`src/hdl/cfe_pkg.sv`:
```
// ----------------------------------------------------------------------------
// cfe_pkg
// Shared types and constants of the column foreground extent finder.
// ----------------------------------------------------------------------------
package cfe_pkg;

    localparam int CFG_IDX_W  = 3;
    localparam int CFG_DATA_W = 12;
    localparam int CHAN_W     = 8;
    localparam int TOL_W      = 9;

    typedef enum logic [CFG_IDX_W-1:0] {
        CFG_FRAME_WIDTH  = 3'd0,
        CFG_FRAME_HEIGHT = 3'd1,
        CFG_BG_CHAN0     = 3'd2,
        CFG_BG_CHAN1     = 3'd3,
        CFG_BG_CHAN2     = 3'd4,
        CFG_TOLERANCE    = 3'd5
    } t_cfg_index;

    typedef struct packed {
        logic first_row;
        logic last_row;
        logic last_col;
    } t_pos_flags;

endpackage

```
`src/hdl/cfe_front.sv`:
```
// ----------------------------------------------------------------------------
// cfe_front
// Raster position tracking and per-channel distance to the background color.
// ----------------------------------------------------------------------------
module cfe_front import cfe_pkg::*; #(
    parameter int MAX_WIDTH  = 2048,
    parameter int MAX_HEIGHT = 2048,
    localparam int CW = (MAX_WIDTH > 1) ? $clog2(MAX_WIDTH) : 1,
    localparam int RW = (MAX_HEIGHT > 1) ? $clog2(MAX_HEIGHT) : 1,
    localparam int WW = $clog2(MAX_WIDTH + 1),
    localparam int HW = $clog2(MAX_HEIGHT + 1)
) (
    input  logic              i_clk,
    input  logic              i_rst_n,
    input  logic              i_adv,
    input  logic              i_valid,
    input  logic [CHAN_W-1:0] i_chan0,
    input  logic [CHAN_W-1:0] i_chan1,
    input  logic [CHAN_W-1:0] i_chan2,
    input  logic              i_frame_start,
    input  logic [WW-1:0]     i_width,
    input  logic [HW-1:0]     i_height,
    input  logic [CHAN_W-1:0] i_bg0,
    input  logic [CHAN_W-1:0] i_bg1,
    input  logic [CHAN_W-1:0] i_bg2,
    output logic              o_valid,
    output logic [CW-1:0]     o_col,
    output logic [RW-1:0]     o_row,
    output t_pos_flags        o_flags,
    output logic [CHAN_W-1:0] o_dist0,
    output logic [CHAN_W-1:0] o_dist1,
    output logic [CHAN_W-1:0] o_dist2
);

    logic [CW-1:0]     r_col_count;
    logic [RW-1:0]     r_row_count;
    logic [CW-1:0]     n_col_count;
    logic [RW-1:0]     n_row_count;
    logic [CW-1:0]     col;
    logic [RW-1:0]     row;
    t_pos_flags        flags;
    logic              r_valid;
    logic [CW-1:0]     r_col;
    logic [RW-1:0]     r_row;
    t_pos_flags        r_flags;
    logic [CHAN_W-1:0] r_dist0;
    logic [CHAN_W-1:0] r_dist1;
    logic [CHAN_W-1:0] r_dist2;

    function automatic logic [CHAN_W-1:0] abs_diff(input logic [CHAN_W-1:0] a,
                                                   input logic [CHAN_W-1:0] b);
        return (a > b) ? (a - b) : (b - a);
    endfunction

    always_comb begin
        col = i_frame_start ? '0 : r_col_count;
        row = i_frame_start ? '0 : r_row_count;
        if (32'(col) >= 32'(i_width)) begin
            col = '0;
        end
        if (32'(row) >= 32'(i_height)) begin
            row = '0;
        end
        flags.first_row = (row == '0);
        flags.last_row  = (32'(row) + 32'd1 == 32'(i_height));
        flags.last_col  = (32'(col) + 32'd1 == 32'(i_width));
        n_col_count = col + CW'(1);
        n_row_count = row;
        if (flags.last_col) begin
            n_col_count = '0;
            n_row_count = flags.last_row ? '0 : row + RW'(1);
        end
    end

    always_ff @(posedge i_clk) begin
        if (!i_rst_n) begin
            r_col_count <= '0;
            r_row_count <= '0;
            r_valid     <= 1'b0;
        end else if (i_adv) begin
            r_valid <= i_valid;
            if (i_valid) begin
                r_col_count <= n_col_count;
                r_row_count <= n_row_count;
            end
        end
    end

    always_ff @(posedge i_clk) begin
        if (i_adv) begin
            r_col   <= col;
            r_row   <= row;
            r_flags <= flags;
            r_dist0 <= abs_diff(i_chan0, i_bg0);
            r_dist1 <= abs_diff(i_chan1, i_bg1);
            r_dist2 <= abs_diff(i_chan2, i_bg2);
        end
    end

    assign o_valid = r_valid;
    assign o_col   = r_col;
    assign o_row   = r_row;
    assign o_flags = r_flags;
    assign o_dist0 = r_dist0;
    assign o_dist1 = r_dist1;
    assign o_dist2 = r_dist2;

endmodule

```
`config.mk`:
```
export PLATFORM = sky130hd
export DESIGN_NAME = cfe_front
export DESIGN_NICKNAME = d
export VERILOG_FILES = /design/src/hdl/cfe_pkg.sv /design/src/hdl/cfe_front.sv
export SDC_FILE = /design/constraint.sdc
export NUM_CORES = 1
export LEC_CHECK = 0
export BUFFER_PORTS_ARGS = -buffer_cell sky130_fd_sc_hd__buf_2
export CAP_MARGIN = 15
export CELL_PAD_IN_SITES_DETAIL_PLACEMENT = 0
export CELL_PAD_IN_SITES_GLOBAL_PLACEMENT = 1
export CORE_MARGIN = 3
export CORE_UTILIZATION = 42
export CTS_CLUSTER_DIAMETER = 50
export DETAILED_ROUTE_END_ITERATION = 7
export PLACE_DENSITY = 0.81
export SYNTH_ARGS = -nofsm -noshare
export SYNTH_HDL_FRONTEND = slang
export SYNTH_SLANG_ARGS = --single-unit
```
`constraint.sdc`:
```
create_clock -name i_clk -period 7.2 [get_ports i_clk]
set_input_delay 1.44 -clock i_clk [delete_from_list [all_inputs] [get_ports i_clk]]
set_output_delay 1.44 -clock i_clk [all_outputs]
set_load 0.05 [all_outputs]
```
==> run_results.csv <==
group,metric,value,unit
outcome,status,"complete, no violations",
setup_path,setup.worst_path.start,"i_frame_start",
place,placed_area,7640,sq um
power,p_int,891,uW
setup_path,critPathCapture,"r_row_count[0]",
floorplan,fp-row-count,46,
place,dp_slack,0.409,ns
setup_path,reg2reg_to,"r_col_count[9]",
synth,ys_ff_latch,72,
power,peakVddDrop,0.111,mV
cells_and_area,finalInstanceArea,7930,sq um
routing,drtIter0Drc,387,
power,p_per_area,168,nW/um^2
clock_tree,cts.clk_slew.worst_paths,0.06,ns
clock_tree,post-cts-setup-buffer-count,0,
routing,wire_per_inst,15.9,um
clock_tree,cts-buffers-inserted,9,
sta,setup_ws,0.682,ns
setup_path,path_class,"in2reg",
sta,period_needed,6.52,ns
setup_path,startpoint_type,"input port",
sta,post-route-period-util,90.5,%
power,p_seq_share,37.0,%
power,p_sw,443,uW
floorplan,die_y,134,um
synth,synthTopCellsByArea,"edfxtp_1 21%, ha_1 13%, dfxtp_1 6.7%, inv_1 5.4%, mux2i_1 3.2%",
setup_path,worstRegToRegCells,18,
power,p_sw_share,33.2,%
setup_path,cp_slowest_cell,"a2111oi_1",
place,gp_congestion,0.883,
clock_tree,cts_tree,"yes",
setup_path,max_stage_delay,0.62,ns
synth,syn_inst,779,
setup_path,critPathArrivalTime,6.73,ns
sta,hold_viol,0,
synth,synth_nets,932,
cells_and_area,drive_gt1_share,20.4,%
cells_and_area,fin_nets,1045,
setup_path,cp.required,7.41,ns
synth,syn_avg_cell_area,8.82,sq um
setup_path,reg2reg_from,"r_col_count[0]",
synth,ys_types,84,
min_path,holdPathStages,2,
sta,setup_viol,0,
clock_tree,cts-root-buf,"clkbuf_16",
floorplan,die_x,134,um
synth,synth.top_cell.area_share,21.4,%
routing,antenna_left,0,
routing,vias,6096,
synth,syn_area,6870,sq um
min_path,hp-class,"reg2reg",
clock_tree,htree_levels,3,
setup_path,path_max_fanout,36,
sta,skew,0.00485,ns
grt,first_global_vias,5704,
floorplan,start_util,43.1,%
sta,relSlewSlack,47.1,%
grt,grt_pass1_wl,28.7,mm
synth,ys_warn_count,0,
routing,drt_pass1_iterations,5,
routing,vias_per_cell,5.48,
floorplan,fp.coreArea,15900,sq um
cells_and_area,final_cells,1113,
place,place_inst,1097,
clock_tree,postCtsHoldBufs,0,
place,dp_hpwl,13.8,mm
sta,fmax,0.153,GHz
routing,wirelength,17.6,mm
sta,worst_pin_slew,0.787,ns
cells_and_area,fin_util,49.7,%
power,comb_power_share,30.3,%
place,io_buffers,126,
floorplan,ios,127,
power,clkPwrFrac,32.7,%
setup_path,reg2reg_slack,1.78,ns
routing,drc,0,
synth,synth.largest_area_cell,"edfxtp_1",
cells_and_area,antenna_cells,0,
sta,rsz0062_at_grt,"false",
clock_tree,ctsResizeCount,0,
synth,ys_seq_area_share,28.1,%
floorplan,die_area,17900,sq um
setup_path,end_kind,"flop",
synth,synth_flop_cell,"edfxtp_1",
sta,slew_viol_final,0,
clock_tree,clock_path_buffers,2,
synth,synthArstFlopShare,0,%
cells_and_area,synthToLayoutAreaGrowth,15.4,%
power,leakagePower,0.00373,uW
synth,synth-edff-count,49,
grt,grt_usage,19.4,%
clock_tree,clk_latency,0.33,ns
grt,antenna_found_initial,1,
grt,grt-ovfl-total,0,
sta,tns,0,ns
setup_path,crit_chain,"buf_2, nand2b_1, ha_1, nand2b_1, a2111oi_1, o31a_1, o21ai_1, nor2_1, nand2_1, inv_1, ha_1, nand3b_1, or3_1, a21o_1, a211oi_1, o22ai_1, a2111oi_1, nand2_1, a311oi_1, a21oi_1",
clock_tree,numClockSinks,72,
run,drv_cap,0,
grt,grt_start_max_net_pins,53,
critical path, delay by kind of cell:
| kind | cells | cell delay, ns |
|---|---|---|
| AO/OA/AOI/OAI | 9 | 2.50 |
| AND/OR/NAND/NOR | 7 | 1.63 |
| buffers and inverters | 2 | 0.59 |
| adder cells (fa/ha/maj) | 2 | 0.52 |
power groups by stage:
stage	Sequential (uW)	Combinational (uW)	Clock [uW]
after global routing	497	439	461
final	494	404	437
after global placement	501	403	0
after detailed placement	502	405	0
after floorplan	611	184	0
after CTS	494	407	447
cell usage after synthesis (all sizes together), types with 8 or more instances:
cell type / count
a21oi: 39
and2: 20
a31oi: 14
a21o: 16
nor4: 11
buf: 9
nor2b: 19
o21ai: 26
edfxtp: 49
mux2: 10
xnor2: 18
nand2: 37
nand3: 25
xor2: 12
clkbuf: 25
a211oi: 11
nand2b: 15
a2111oi: 8
dfxtp: 23
ha: 70
mux2i: 22
nor3: 14
inv: 99
o211ai: 9
or3: 9
nand4: 14
nor2: 44
per-stage QoR:
step                hold slack (ns)  total power [uW]
floorplan                     0.459               795
global placement              0.463               905
detailed placement            0.475               907
CTS                           0.492              1350
global route                  0.540              1400
finish                        0.500              1330
cells by family after synthesis:
family / Yosys count / synth area share (%)
muxes: 32 / 4.84
adders and majority gates: 76 / 14.5
DFF: 72 / 28.1
AOI/OAI and AO/OA: 188 / 19.6
buffers and inverters: 134 / 8.56
and+or+nand+nor: 245 / 19.9
xor gates and xnor gates: 32 / 4.48
area by class of cell:
| type | count | area, sq um |
|---|---|---|
| fillers | 1551 | 8010 |
| multi-input cells | 573 | 4350 |
| flip-flops and latches | 72 | 1930 |
| repair buffers | 137 | 713 |
| inverters | 99 | 372 |
| clock buffers | 16 | 292 |
| well taps | 216 | 270 |
layer usage:
| metal | wire (um) | global-route usage (%) |
|---|---|---|
| met1 | 8010 | 26.5 |
| met2 | 8220 | 31.9 |
| met3 | 1140 | 3.34 |
| met4 | 255 | 5.31 |
| met5 | 19 | 0 |
registers in the layout, summed over array words and instances (netlist names):
signal,count
r_col_count,11
o_col,11
o_dist2,8
o_flags,3
o_valid,1
o_dist1,8
r_row_count,11
o_dist0,8
o_row,11
placed cells by master (no fill, tap or decap), types with 5 or more instances in the layout:
cell type,count
buf_2,126
inv_1,99
ha_1,70
edfxtp_1,49
nor2_1,44
a21oi_1,39
nand2_1,37
nand3_1,24
o21ai_0,23
dfxtp_1,23
mux2i_1,22
nor2b_1,19
xnor2_1,18
and2_1,18
a21o_1,16
nand4_1,14
nand2b_1,14
nor3_1,14
a31oi_1,14
xor2_1,12
nor4_1,11
buf_4,11
mux2_2,10
a211oi_1,10
o211ai_1,9
clkbuf_16,9
or3_1,8
o22ai_1,7
nand3b_1,7
a32oi_1,6
fa_1,6
or2_2,5
a311oi_1,5
a2111oi_0,5
how the worst min path moves through the flow:
stage / start / to / slack (ns)
after global placement: o_valid / o_valid / 0.46
after floorplan: r_col_count[1] / r_col_count[1] / 0.46
after global routing: o_valid / o_valid / 0.54
after detailed placement: o_valid / o_valid / 0.47
final: o_valid / o_valid / 0.50
after CTS: o_valid / o_valid / 0.49
Power figures use the tool's default switching activity.
